<file path="src/sobth_pkg.sv">
// sobth_pkg: shared constants, types and helpers for the sobel edge threshold block
// used by every module under src; depends on nothing
`timescale 1ns / 1ps

package sobth_pkg;

    // line store geometry
    localparam int MAX_WIDTH  = 1024;
    localparam int MAX_HEIGHT = 4096;
    localparam int MIN_DIM    = 3;
    localparam int ADDR_W     = $clog2(MAX_WIDTH);

    // field widths
    localparam int PIX_W      = 8;
    localparam int COLOR_W    = 3 * PIX_W;
    localparam int WIDTH_W    = 11;
    localparam int HEIGHT_W   = 13;
    localparam int THR_W      = 8;
    localparam int CFG_IDX_W  = 2;
    localparam int CFG_DATA_W = 13;

    // register reset values
    localparam logic [WIDTH_W-1:0]  RST_FRAME_WIDTH    = WIDTH_W'(640);
    localparam logic [HEIGHT_W-1:0] RST_FRAME_HEIGHT   = HEIGHT_W'(480);
    localparam logic [THR_W-1:0]    RST_EDGE_THRESHOLD = THR_W'(120);

    // register indexes
    localparam logic [CFG_IDX_W-1:0] CFG_FRAME_WIDTH    = 2'd0;
    localparam logic [CFG_IDX_W-1:0] CFG_FRAME_HEIGHT   = 2'd1;
    localparam logic [CFG_IDX_W-1:0] CFG_EDGE_THRESHOLD = 2'd2;

    // output levels for interior pixels
    localparam logic [COLOR_W-1:0] COLOR_EDGE    = '0;
    localparam logic [COLOR_W-1:0] COLOR_NO_EDGE = '1;

    // configuration as seen by the datapath
    typedef struct packed {
        logic [WIDTH_W-1:0]  frame_width;
        logic [HEIGHT_W-1:0] frame_height;
        logic [THR_W-1:0]    edge_threshold;
    } t_cfg;

    // per-request position flags
    typedef struct packed {
        logic has_result;
        logic last;
        logic border;
    } t_pos_info;

    // x / 9 for x up to 1023, via (x + 1) * 455 / 4096
    function automatic logic [PIX_W-1:0] div9(input logic [9:0] x);
        logic [19:0] prod;
        prod = 20'({1'b0, x} + 11'd1) * 20'd455;
        return prod[19:12];
    endfunction

endpackage

</file>
<file path="src/sobth_grad_core.sv">
// sobth_grad_core: red window, sobel magnitude, threshold and the result register
// depends on sobth_pkg
`timescale 1ns / 1ps

module sobth_grad_core import sobth_pkg::*; (
    input  logic               i_clk,
    input  logic               i_rst_n,
    input  logic               i_adv,
    input  t_pos_info          i_info,
    input  logic [COLOR_W-1:0] i_color,
    input  logic [COLOR_W-1:0] i_above2,
    input  logic [COLOR_W-1:0] i_above1,
    input  logic [THR_W-1:0]   i_threshold,
    input  logic               i_out_ready,
    output logic               o_out_free,
    output logic               o_valid,
    output logic [COLOR_W-1:0] o_color,
    output logic               o_border,
    output logic               o_last
);

    logic [PIX_W-1:0]   r_win [9];
    logic [COLOR_W-1:0] r_center;
    logic [PIX_W-1:0]   n_win [9];

    logic               r_valid;
    logic [COLOR_W-1:0] r_color;
    logic               r_border;
    logic               r_last;

    logic [9:0]         gx_pos, gx_neg, gy_pos, gy_neg;
    logic [9:0]         gx_mag, gy_mag;
    logic [PIX_W:0]     total;
    logic [COLOR_W-1:0] n_color;

    // window after shifting in the new column
    always_comb begin
        for (int r = 0; r < 3; r++) begin
            n_win[r*3+0] = r_win[r*3+1];
            n_win[r*3+1] = r_win[r*3+2];
        end
        n_win[2] = i_above2[COLOR_W-1 -: PIX_W];
        n_win[5] = i_above1[COLOR_W-1 -: PIX_W];
        n_win[8] = i_color[COLOR_W-1 -: PIX_W];
    end

    // gradient magnitudes over red, each divided by nine
    always_comb begin
        gx_pos = 10'(n_win[2]) + {1'b0, n_win[5], 1'b0} + 10'(n_win[8]);
        gx_neg = 10'(n_win[0]) + {1'b0, n_win[3], 1'b0} + 10'(n_win[6]);
        gy_pos = 10'(n_win[6]) + {1'b0, n_win[7], 1'b0} + 10'(n_win[8]);
        gy_neg = 10'(n_win[0]) + {1'b0, n_win[1], 1'b0} + 10'(n_win[2]);
        gx_mag = (gx_pos >= gx_neg) ? gx_pos - gx_neg : gx_neg - gx_pos;
        gy_mag = (gy_pos >= gy_neg) ? gy_pos - gy_neg : gy_neg - gy_pos;
        total  = {1'b0, div9(gx_mag)} + {1'b0, div9(gy_mag)};
        if (i_info.border)
            n_color = r_center;
        else if (total > {1'b0, i_threshold})
            n_color = COLOR_EDGE;
        else
            n_color = COLOR_NO_EDGE;
    end

    // window and center update once per request
    always_ff @(posedge i_clk) begin
        if (!i_rst_n) begin
            for (int k = 0; k < 9; k++) r_win[k] <= '0;
            r_center <= '0;
        end else if (i_adv) begin
            for (int k = 0; k < 9; k++) r_win[k] <= n_win[k];
            r_center <= i_above1;
        end
    end

    assign o_out_free = !r_valid || i_out_ready;

    // result register
    always_ff @(posedge i_clk) begin
        if (!i_rst_n) begin
            r_valid <= 1'b0;
        end else if (i_adv && i_info.has_result) begin
            r_valid <= 1'b1;
        end else if (i_out_ready) begin
            r_valid <= 1'b0;
        end
    end

    always_ff @(posedge i_clk) begin
        if (i_adv && i_info.has_result) begin
            r_color  <= n_color;
            r_border <= i_info.border;
            r_last   <= i_info.last;
        end
    end

    assign o_valid  = r_valid;
    assign o_color  = r_color;
    assign o_border = r_border;
    assign o_last   = r_last;

    // interior results are pure black or pure white
    a_interior_levels: assert property (@(posedge i_clk) disable iff (!i_rst_n)
        r_valid && !r_border |-> (r_color == COLOR_EDGE || r_color == COLOR_NO_EDGE))
        else $error("interior result is not black or white");

    // a released result is always presented next cycle
    a_result_loaded: assert property (@(posedge i_clk) disable iff (!i_rst_n)
        i_adv && i_info.has_result |=> r_valid)
        else $error("result lost on load");

endmodule
</file>
<file path="config.mk">
export PLATFORM = sky130hd
export DESIGN_NAME = sobth_grad_core
export DESIGN_NICKNAME = d
export VERILOG_FILES = /design/src/sobth_pkg.sv /design/src/sobth_grad_core.sv
export SDC_FILE = /design/constraint.sdc
export NUM_CORES = 1
export LEC_CHECK = 0
export BUFFER_PORTS_ARGS = -buffer_cell sky130_fd_sc_hd__buf_2
export CAP_MARGIN = 25
export CELL_PAD_IN_SITES_DETAIL_PLACEMENT = 2
export CELL_PAD_IN_SITES_GLOBAL_PLACEMENT = 2
export CORE_UTILIZATION = 42
export DETAILED_ROUTE_END_ITERATION = 12
export PLACE_DENSITY_LB_ADDON = 0.1
export SYNTH_ARGS = -nofsm -noshare
export SYNTH_HDL_FRONTEND = slang
export SYNTH_SLANG_ARGS = --single-unit
</file>
<file path="constraint.sdc">
create_clock -name i_clk -period 16.2 [get_ports i_clk]
set_input_delay 0.81 -clock i_clk [delete_from_list [all_inputs] [get_ports i_clk]]
set_output_delay 0.81 -clock i_clk [all_outputs]
set_load 0.03 [all_outputs]
</file>
# Word level (Yosys, flattened, before mapping)

Memory sizes are Yosys's and may differ from the RTL's.
Cells that the tools add are included.

Reduce and logical (&&, ||, !) cells: 4
Multiplexer cells: 19
Multiply operators: 2
Bitwise logic cells: 9
Add/sub/neg operators: 15
Magnitude comparators: 3

Operators by type and width:

| operator              | count |
|---|---|
| $mux 8                | 9 |
| $mux 24               | 2 |
| $add 10x8->10         | 4 |
| $add 8x9->10          | 4 |
| $mul 11x9->20 const B | 2 |
| $sub 10x10->10        | 4 |
| $add 10x1->11 const B | 2 |
| $ge 10x10->1          | 2 |
| $mux 10               | 2 |
| $add 8x8->9           | 1 |
| $gt 9x8->1            | 1 |
| $or 1x1->1            | 9 |
| $mux 1                | 6 |
| $reduce_bool 2->1     | 1 |
| $logic_and 1x1->1     | 1 |
| $logic_not 1->1       | 1 |
| $logic_or 1x1->1      | 1 |

Memories kept: 1
Output and inout port bits: 28
Flip-flop bits (word level): 51
RAM bits: 72
Bits of input ports: 87
Word-level logic and storage cells: 58

Memories:

| name  | words | bits a word | rd ports | clocked after memory_dff | write ports | RTL line              | RTL |
|---|---|---|---|---|---|---|---|
| r_win | 9     | 8           | 6        | 0                        | 9           | sobth_grad_core.sv:22 | `logic [PIX_W-1:0] r_win [9];` |

# Longest topological paths before layout

Gate-level depths: netlist of the first run.

Word-level depth: 10
Gate-level depth with buffers: 54
Mapped depth without buffers: 52

# Worst setup path before layout of the first run

Ideal clock, no wire load.

Path kind: input-to-reg
Start point: input port i_color[17]
End point: register r_color[10] (netlist: o_color[10]), data pin
Setup time: 130 ps
Stages on the path: 50
Buffers on the path: 3
Required time: 16070 ps
Setup slack: 5338 ps
Arrival time: 10733 ps
Cells stage by stage: inv_1 -> fa_1 -> inv_1 -> ha_1 -> fa_1 -> a21o_1 -> a21oi_1 -> o21bai_1 -> a21oi_1 -> xnor2_1 -> ha_1 -> bufbuf_16 -> a21oi_1 -> o21ai_0 -> o31a_1 -> buf_6 -> a2111oi_4 -> a21oi_4 -> (+14 left out) -> nor2_1 -> a21o_1 -> xor2_1 -> inv_1 -> fa_1 -> inv_1 -> ha_1 -> nor2b_1 -> o21a_1 -> o21a_1 -> o21a_1 -> o21a_1 -> o21ai_0 -> nand2b_1 -> a21oi_1 -> o21a_1 -> clkbuf_1 -> a21o_1

Longest elaborated chain between the ends: 9
Elaborated cells on any way between the ends: 18
Those cells by class: add/sub: 9; mul: 2; order compare: 3; mux: 4

RTL lines:

| element                                 | RTL line                                     | RTL |
|---|---|---|
| from (decl)                             | sobth_grad_core.sv:10                        | `input logic [COLOR_W-1:0] i_color,` |
| $add 10x8->10, on equally long branches | sobth_grad_core.sv:49, sobth_grad_core.sv:51 |  |
| $sub 10x10->10 (tied with other cells)  | sobth_grad_core.sv:53                        | `gx_mag = (gx_pos >= gx_neg) ? gx_pos - gx_neg : gx_neg - gx_pos;` |
| $mux 10, on equally long branches       | sobth_grad_core.sv:53, sobth_grad_core.sv:54 |  |
| $add 10x1->11                           | sobth_pkg.sv:53                              | `prod = 20'({1'b0, x} + 11'd1) * 20'd455;` |
| $mul 11x9->20                           | sobth_pkg.sv:53                              |  |
| $add 8x8->9 (*)                         | sobth_grad_core.sv:55                        | `total = {1'b0, div9(gx_mag)} + {1'b0, div9(gy_mag)};` |
| $gt 9x8->1 (*)                          | sobth_grad_core.sv:58                        | `else if (total > {1'b0, i_threshold})` |
| $mux 24 (*)                             | sobth_grad_core.sv:58                        |  |
| $mux 24 (*)                             | sobth_grad_core.sv:56                        | `if (i_info.border)` |
| net n_color[10]                         | sobth_grad_core.sv:34                        | `logic [COLOR_W-1:0] n_color;` |
| to (signal assigned)                    | sobth_grad_core.sv:90                        | `r_color <= n_color;` |
| to (decl)                               | sobth_grad_core.sv:27                        | `logic [COLOR_W-1:0] r_color;` |

The timed path passes the listed nets; every way through them passes the cells marked *.
A chain may end at the register's enable or synchronous reset.

# Final worst setup path of the first run

Start point: input port i_color[17]
End point: register r_color[19] (netlist: o_color[19]), data pin

Same word-level chain as after synthesis.

==> run summary, run 1 <==
The run finished with clean final reports. The deepest level of the CTS H-tree is 3. The total DRC errors in the routed layout came out at 0. The width of the die came out at 163 um. The slowest stage of the critical path belongs to the cell o31a_1. The final-stage net count is 1494. The half-perimeter wire length after placement came out at 23000 um.

The number of hold-slack violations in the final timing report is 0. The highest clock frequency the design can meet came out at 0.0829 GHz. The register area came out at 2720 um^2.

The detailed-route wire length on metal 1 is 12500 um. Setup repair after global routing left no endpoint under its margin. The maximum fanout encountered on the critical timing path is 22. The clock buffer count from CTS came out at 9. The area of the multi-input gates is 7390 um^2. The number of warning messages in the yosys log came out at 0.

Clock tree synthesis selected as its root buffer the cell clkbuf_16. The number of synthesized register bits is 99. The post-route non-filler standard cell count came out at 1493. The relative slew slack is 0.478. The area growth from synthesis to final layout is 9.57%. The layout filler cell count is 2731. The final layout contains routed wiring with a total length of 28000 um. Summed over all failing endpoints, the final setup total negative slack is 0 ns. The area share of the leading cell type in the synthesized netlist is 0.216. The post-synthesis net count is 1428. The largest net degree at the start of global routing came out at 67.

The pin slew with the least headroom to its limit is 0.782 ns. The die footprint is 26700 um^2. The number of buffers inserted to repair setup after CTS came out at 0. The global routing usage summed across all routing layers is 0.217. Gates resized during post-CTS repair numbered 0.

The distinct cell type count of the synthesized netlist is 73. After detailed routing, the average wire length per cell comes to 18.8 um. The worst hold path belongs to the class reg -> reg.

The fraction of final layout cells with drive strength greater than 1 is 0.113. Counting every instance in the synthesized netlist gives 1091. The floorplan has 58 rows. The starting density of the core is 0.432. The worst endpoint required time came out at 16.42 ns. The final number of max-transition violations came out at 0.

The number of enable flip-flop cells after synthesis is 74. For the worst setup path, the data arrival time is 12.29 ns. The clock net in this run drives a total of 99 sinks. The number of hold buffers added after cts is 0.

The number of buffers on the longest clock path is 2. The tool flagged a number of max-cap violations equal to 0. The first global-routing pass estimated 45400 um of wire. The detailed-routed wire length on met2 is 14500 um.

The delay of the slowest cell on the worst path is 0.64 ns. After detailed routing, the met3 layer carries 605 um of wire. The core region is 25300 um^2.

The clock reaches the later pin of the worst-skew pair after 0.35 ns. The total via count after detailed routing is 7986. The share of synthesized flip-flops with an asynchronous set or reset is 0. The number of I/O port buffers is 82. The y dimension of the die is 163 um. The sequential area share after synthesis is 0.249. The number of global-route vias before repair was 8900. STA classifies the critical path endpoint as a register. Of all cell types, the one taking the most synthesized area is ha_1.

For this run, the leading register cell type out of synthesis is edfxtp_1. By area the synthesized netlist is led by ha_1, edfxtp_1, fa_1. The clock slew seen by the registers of the worst setup and hold paths is 0.08 ns.

The cell area that synthesis handed to floorplanning was 10900 um^2. The global-route congestion overflow total is 0. By count the netlist is led by ha_1, inv_1, edfxtp_1. Averaged over all synthesized cells, the footprint is 10.0 um^2. The mean number of vias per cell came out at 5.35. Across the routed clock network, the largest skew measured is 0.0108 ns. Counting I/O delays and the setup requirement, the final critical path takes 12.07 ns. The worst setup path is of the in -> reg kind. The final count of negative-setup-slack endpoints came out at 0. TritonCTS built the clock tree. The cell that appears most often on the critical path is inv_1.

The number of routed nets with antenna violations came out at 0. STA classifies the critical path startpoint as an input pin. The first routing iteration left 177 violations. In the finished design, the share of the clock period the worst path needs comes to 0.745. The final weighted congestion in routability-driven placement is 0.777.

The number of instances in the placed design is 1474. The number of primary I/O pins is 115. The number of search-and-repair iterations in the first detailed-routing pass is 4. Among all cell types in the netlist, the one instantiated most often is ha_1. The initial antenna violation count came out at 1. After detailed routing, no signal wire sits above met4.
-- logic make-up (layout without fill, tap and decap cells) --
family	after synthesis	count (layout)	synth area share
other	0	1	0
XOR/XNOR	99	99	0.0831
multiplexers	26	26	0.0239
AND/OR/NAND/NOR	181	181	0.0945
buffers and inverters	204	275	0.0750
flip-flops	99	99	0.249
AO/OA/AOI/OAI	230	230	0.145
adder cells (fa/ha/maj)	252	252	0.330
-- routing by layer --
layer	vias up	global-route usage
met5	-	0
met4	0	0.0438
met1	4005	0.264
li1	3863	-
met2	98	0.409
met3	20	0.0234
-- state kept, by name, summed over array words and instances, names as in the netlist --
register / cells
o_color: 24
o_last: 1
o_valid: 1
r_win: 48
o_border: 1
r_center: 24
-- final timing paths --
kind,start,to,slack [ns],depth (start not counted)
setup / recovery,i_color[17],o_color[19],4.13,51
hold reg to reg,r_center[22],r_center[22],0.47,1
setup reg to reg,r_win[2][0],o_color[19],4.40,52
hold / removal,r_center[22],r_center[22],0.47,1
-- critical path: cells and delay by family --
family / cells / cell delay [ns]
AOI/OAI and AO/OA: 17 / 3.71
xor gates and xnor gates: 1 / 0.25
adders and majority gates: 12 / 4.64
and+or+nand+nor: 10 / 1.69
muxes: 1 / 0.29
buffers and inverters: 10 / 0.91
-- cell usage in the layout (no fill, tap or decap), drive strengths merged, types with 19 or more instances in the layout --
cell,instances
o21ai,24
ha,189
fa,61
nor2,28
and3,50
buf,88
nand2,19
mux2i,25
edfxtp,74
a21oi,64
inv,174
o21bai,22
a21o,66
xor2,39
dfxtp,25
nor2b,29
xnor2,60
-- final cells by class --
class,count,share of cell area
multi-input combinational,788,0.617
sequential,99,0.227
inverter,171,0.0536
timing repair buffer,88,0.0435
tap,330,0.0345
clock buffer,10,0.0191
clock inverter,6,0.00491
antenna,1,0.000209
-- through the flow --
step / hold WS [ns] / utilization / area, um^2 / worst slack, ns
floorplan: 0.427 / - / 10900 / 5.34
global placement: 0.440 / 0.458 / 11600 / 3.60
detailed placement: 0.456 / 0.460 / 11600 / 3.67
CTS: 0.475 / 0.471 / 11900 / 3.96
global route: 0.486 / 0.473 / 12000 / 3.28
finish: 0.470 / 0.473 / 12000 / 4.13
Power of run 1 is left out: the tool's default activity adds up to more than one toggle a clock period on the data nets, which glitch-free logic cannot reach.
==> run 2: changes to the inputs <==
--- a/config.mk
+++ b/config.mk
@@ -5,11 +5,12 @@
 export SDC_FILE = /design/constraint.sdc
 export NUM_CORES = 1
 export LEC_CHECK = 0
+export ABC_AREA = 1
 export BUFFER_PORTS_ARGS = -buffer_cell sky130_fd_sc_hd__buf_2
 export CAP_MARGIN = 25
 export CELL_PAD_IN_SITES_DETAIL_PLACEMENT = 2
 export CELL_PAD_IN_SITES_GLOBAL_PLACEMENT = 2
-export CORE_UTILIZATION = 42
+export CORE_UTILIZATION = 36
 export DETAILED_ROUTE_END_ITERATION = 12
 export PLACE_DENSITY_LB_ADDON = 0.1
 export SYNTH_ARGS = -nofsm -noshare
==> constraint.sdc (replaced) <==
create_clock -name i_clk -period 11.8 [get_ports i_clk]
set_input_delay 0.59 -clock i_clk [delete_from_list [all_inputs] [get_ports i_clk]]
set_output_delay 0.59 -clock i_clk [all_outputs]
set_load 0.03 [all_outputs]
==> run 2 against run 1 <==
  * First-iteration DRC count is 23% higher
  * Clock-buffer cell count is 3 higher
  * Hold slack worse by 0.059 ns
  * Synthesized cell count increased by 42%
  * Critical path depth up 4
  * Design area is 11% higher
  * Non-clock buffer count decreased by 2
  * Critical path type unchanged
  * Critical endpoint is now o_color[1]
  * Highest routed layer unchanged
==> run summary, run 2 <==
The flow ran to the end, and the final reports show no timing, DRC or antenna violations. The clock buffer count from CTS came out at 9. r_win holds more flip-flops than any other register. The number of enable flip-flop cells after synthesis came out at 74. Of the available clock period, the critical path in the final layout requires 0.920. After clock tree synthesis, the clock-pin slew on the worst setup and hold paths is 0.07 ns. The total via count after detailed routing is 10000. The number of warning messages in the yosys log is 0. The floorplan step defined a die boundary enclosing 34100 um^2. Of all nets on the critical path, the largest fanout is 24.

The number of global-route vias before repair is 11400. The worst endpoint required time came out at 11.86 ns. The launching instance or port of the critical path is i_color[17]. The y dimension of the die came out at 185 um. The initial antenna violation count came out at 0. The number of hold-slack violations in the final timing report came out at 0. The final worst hold slack came out at 0.411 ns. The number of primary I/O pins came out at 115. The number of I/O port buffers came out at 82. In the layout the commonest cells are inv_1, nand2_1, ha_1. The width of the die is 185 um. The number of synthesized register bits came out at 99. The final worst clock skew came out at 0.0102 ns.

The critical register-to-register path startpoint is r_win[1][1]. The share of synthesized flip-flops with an asynchronous set or reset is 0. After clock tree synthesis, the setup repair step added 0 buffers. The total DRC errors in the routed layout came out at 0. The highest clock frequency the design can meet came out at 0.0921 GHz.

The total of max-cap violations came out at 0. The number of flip-flops in the largest register is 48. In the final layout, the share of cells above drive strength 1 is 0.106. In this run, post-CTS repair resized a total of 0 instances. Setup violations remaining at the end of the flow were counted as 0. The total wire length after detailed routing is 33800 um.

For this run, the total global-route usage over all layers was measured as 0.209. The area growth from synthesis to final layout came out at 10.7%. The relative slew slack is 0.368. The placement row count is 66.

The per-instance average area after synthesis is 7.72 um^2. In the post-synthesis netlist, the biggest area contributors are ha_1, edfxtp_1, inv_1. TritonCTS built the clock tree.

The mean number of vias per cell is 4.84. The last element of the critical path is o_color[1]. The worst hold path begins at i_info[1]. The worst-case reg-to-reg path depth came out at 53. The tree is rooted in a clkbuf_16. The largest total area in the synthesized netlist belongs to ha_1.

Across all register-to-register paths, the minimum setup slack is 0.98 ns. In the synthesized netlist the dominant register cell turns out to be edfxtp_1. On the critical path, the stage with the largest delay is an instance of fa_1. At the pin with the least slew margin, the transition time is 0.947 ns. The number of search-and-repair iterations in the first detailed-routing pass is 4. The cell area that synthesis handed to floorplanning was 12000 um^2. The half-perimeter wire length after placement came out at 28800 um. The most repeated cell in the gate-level netlist after synthesis is inv_1. The total negative slack for setup checks came out at 0 ns. The library cell appearing most often on the critical path is inv_1. The netlist uses 45 different library cells. The first-pass GRT wire length is 56300 um. The largest single stage delay on the critical path is 0.55 ns. The deepest level of the CTS H-tree is 3. For this run, the post-layout net count is 1965. The final number of max-transition violations was 0. The category of the worst setup path launch point is an input pin. The number of antenna diodes is 0. The number of buffers on the longest clock path came out at 2.

The number of sinks handled by clock tree synthesis is 99. STA classifies the critical path endpoint as a register. Entering global routing, the biggest net connects 73 pins. The worst flop-to-flop path endpoint is o_color[1]. The commonest cells after synthesis are inv_1, nand2_1, ha_1. The number of routed nets with antenna violations came out at 0. The sequential area share after synthesis is 0.227. The area share of the leading cell type in the synthesized netlist is 0.197.

The starting density of the core is 0.367. The critical path in this run is classified as in -> reg. At the worst endpoint, the arrival time is 10.92 ns.

After the first detailed-routing iteration, the DRC count stood at 217. The final weighted congestion in routability-driven placement is 0.825. Synthesis produced a netlist with a net count of 1890. For this run the aggregate overflow at the end of global routing stands at 0.

The number of hold buffers added after cts came out at 0. Leaving out fill and tap cells, the most frequent cell in the layout is inv_1. The min-delay analysis places its worst path in the category in -> reg. The post-synthesis instance total came out at 1553. The time the final worst path needs with I/O delays and setup came out at 10.86 ns. Clock latency on the worst-skew pair, taken at its later pin, is 0.36 ns. The placeable core region is 32700 um^2.

The average wire per standard cell is 16.3 um. Setup repair after global routing left no endpoint under its margin.
## run 2: cell types whose count changed after synthesis, sizes merged, moves of 25 or more
cell   change
a21o      -63
o21ai     +42
and3      -49
mux2i     -25
nor2b     -29
nor2      +78
xnor2     -44
nand3     +79
nand2    +326
inv      +190
## run 2: worst min path at each step
stage	depth (start not counted)	to	slack (ns)
after floorplan	2	r_center[16]	0.44
after global placement	2	r_center[10]	0.46
after detailed placement	2	r_center[2]	0.47
after CTS	1	o_last	0.40
after global routing	1	o_last	0.41
final	1	o_last	0.41
## run 2: layout make-up
cell class	count	area [um^2]
multi-input combinational	1071	7850
clock inverter	3	25.0
clock buffer	13	293
inverter	361	1360
timing repair buffer	86	484
sequential	99	2720
fill	3891	19400
tap	442	553
## run 2: logic make-up after synthesis
family / synth area share
simple gates: 0.211
buf+inv: 0.122
fa+ha+maj: 0.299
compound gates: 0.0817
flops: 0.227
xor+xnor: 0.0589
## run 2: metal layers
layer	vias to the layer above	GRT usage	wire length, um
met5	-	0	0
met4	0	0.0403	332
met3	18	0.0225	745
met2	93	0.386	17100
met1	4911	0.261	15600
li1	5013	-	-
## run 2: metrics by stage
stage | instance area [um^2] | std cells | util | setup slack [ns]
2_1_floorplan | 12000 | 1553 | - | 1.70
3_3_place_gp | 12900 | 2057 | 0.394 | 0.411
3_5_place_dp | 12900 | 2059 | 0.395 | -0.0257
4_1_cts | 13200 | 2075 | 0.405 | 0.196
5_1_grt | 13300 | 2075 | 0.406 | 0.00647
6_report | 13300 | 2075 | 0.406 | 0.943
## run 2: worst max-delay path: cells and delay by family
family                     cells  cell delay, ns
AOI/OAI and AO/OA             12            1.96
buffers and inverters         13            1.12
adders and majority gates     12            4.84
and+or+nand+nor               14            1.53
xor gates and xnor gates       4            0.84
Power of run 2 is left out for the same reason.
==> run 3: changes to the inputs <==
--- a/config.mk
+++ b/config.mk
@@ -13,6 +13,7 @@
 export CORE_UTILIZATION = 36
 export DETAILED_ROUTE_END_ITERATION = 12
 export PLACE_DENSITY_LB_ADDON = 0.1
+export REMOVE_ABC_BUFFERS = 1
 export SYNTH_ARGS = -nofsm -noshare
 export SYNTH_HDL_FRONTEND = slang
 export SYNTH_SLANG_ARGS = --single-unit
==> run 3 against run 2 <==
  * Global-route usage decreased by 0.069 points
  * Worst setup slack got worse by 0.026 ns
  * Clock-buffer cell count decreased by 4
  * Maximum frequency decreased by 0.24%
  * Die area unchanged
  * Final cell count about the same
  * Utilization decreased by 0.15 points
  * Register-to-register slack got worse by 0.03 ns
  * First-iteration DRC count decreased by 3.2%
==> run summary, run 3 (same netlist as run 2, synthesis figures left out) <==
The arrival time of the worst setup path came out at 10.96 ns. The total of max-cap violations is 0. The width of the die is 185 um. The library cells used most frequently in the layout, excluding fill and tap cells, are inv_1, nand2_1, ha_1.

The worst setup path is launched from an input pin. The number of cells upsized or downsized after cts came out at 0. For this design, the sink count on the clock tree is 99. The area growth from synthesis to final layout is 10.3%. The number of hold-slack violations in the final timing report is 0. The total via count after detailed routing is 9984. The number of buffers on the longest clock path came out at 2. The cell sitting at the root of the clock tree is a clkbuf_16.

The largest individual stage delay along the critical path comes from the cell fa_1. The final number of max-transition violations came to 0. The placeable core region came out at 32700 um^2.

The number of I/O port buffers came out at 82. The initial antenna violation count came out at 2. In this run the worst hold path is classified as in -> reg.

The register with the most flip-flops in the final layout is r_win. The delay of the slowest cell on the worst path is 0.55 ns. For this block, the routed nets add up to 33500 um of wire. TritonCTS built the clock tree. In this run, the number of DRC markers left after iteration 0 of detailed routing was 210. The final count of negative-setup-slack endpoints came out at 0. The library cell used most frequently in the layout, excluding fill and tap cells, is inv_1. The fraction of final layout cells with drive strength greater than 1 came out at 0.108. The placement row count came out at 66. Dividing the detail-routed wire length by the instance count gives 16.1 um. The final worst clock skew came out at 0.00915 ns. The flow ran to the end, and the final reports show no timing, DRC or antenna violations.

After detailed routing, the number of vias per cell comes to 4.81. The half-perimeter wire length after placement came out at 28500 um. By instance count, the cell type seen most on the critical path is inv_1. The first global-routing pass estimated 56200 um of wire.

The highest clock frequency the design can meet came out at 0.0919 GHz. Hold timing on the final database bottoms out at a slack of 0.396 ns. The clock buffer count from CTS is 9.

The time the final worst path needs with I/O delays and setup is 10.88 ns. The number of primary I/O pins came out at 115. The final weighted congestion in routability-driven placement is 0.796.

The total overflow left after global routing is 0. The total negative slack for setup checks is 0 ns. The critical path is of the in -> reg type. The post-route fraction of the period consumed by the critical path came out at 0.922. The total DRC errors in the routed layout came out at 0. The clock latency of the later-clocked register in the worst-skew pair is 0.36 ns.

The worst setup path is captured at a register. The clock slew seen by the registers of the worst setup and hold paths is 0.08 ns. The number of global-route vias before repair came out at 11400.

The initial utilization of the core area, before any placement, comes to 0.367. The number of buffers inserted to repair setup after CTS came out at 0. The worst endpoint required time came out at 11.88 ns. The maximum fanout encountered on the critical timing path came out at 24. The relative slew slack came out at 0.438.

The die is 185 um tall. The pin slew with the least headroom to its limit came out at 0.842 ns. The number of routed nets with antenna violations is 0. The global routing usage summed across all routing layers is 0.208.

The number of flip-flops in the largest register came out at 48. In the final design database the tool counted 1965 nets. The first TritonRoute pass finished after 4 iterations. Entering global routing, the biggest net connects 43 pins.

The deepest level of the CTS H-tree is 3. The number of hold buffers added after cts is 0. The die footprint came out at 34100 um^2.
==> run 3: changes by cell type in the layout (fill, tap and decap cells not counted), sizes merged <==
cell,change
inv,+4
clkinv,+1
clkbuf,-4
clkinvlp,-1
diode,+2
==> run 3: worst paths after layout <==
check	slack, ns	depth (start not counted)	start	to
worst max-delay path	0.92	59	i_color[17]	o_color[3]
worst min-delay path	0.40	1	i_info[1]	o_last
worst max register to register	0.95	58	r_win[8][0]	o_color[3]
worst min register to register	0.47	2	r_center[22]	r_center[22]
==> run 3: area by class of cell <==
type,instances,area [um^2]
Tap cell,442,553
Multi-Input combinational cell,1071,7850
Clock inverter,7,67.6
Clock buffer,9,225
Sequential cell,99,2720
Antenna cell,2,5.00
Fill cell,3906,19500
Inverter,361,1360
Timing Repair Buffer,86,448
==> run 3: stage by stage <==
step                area [um^2]   util  cells  worst slack (ns)
floorplan                 11900      -   1531              1.43
global placement          12900  0.394   2059             0.381
detailed placement        12900  0.394   2059             0.111
CTS                       13200  0.403   2075             0.300
global route              13200  0.404   2075           -0.0498
finish                    13200  0.405   2077             0.917
==> run 3: worst max-delay path: cells and delay by family <==
kind / cells / cell delay (ns)
xor+xnor: 3 / 0.66
fa+ha+maj: 12 / 4.34
simple gates: 21 / 2.50
buf+inv: 11 / 0.82
compound gates: 12 / 2.02
==> run 3: metal layers <==
layer | routed length, um | share of wire | vias to the layer above | global-route usage
met4 | 323 | 0.0097 | 0 | 0.0380
met3 | 583 | 0.017 | 19 | 0.0164
met1 | 15300 | 0.46 | 4868 | 0.255
met2 | 17300 | 0.52 | 80 | 0.396
li1 | - | - | 5017 | -
met5 | 0 | 0 | - | 0
Power of run 3 is left out for the same reason.
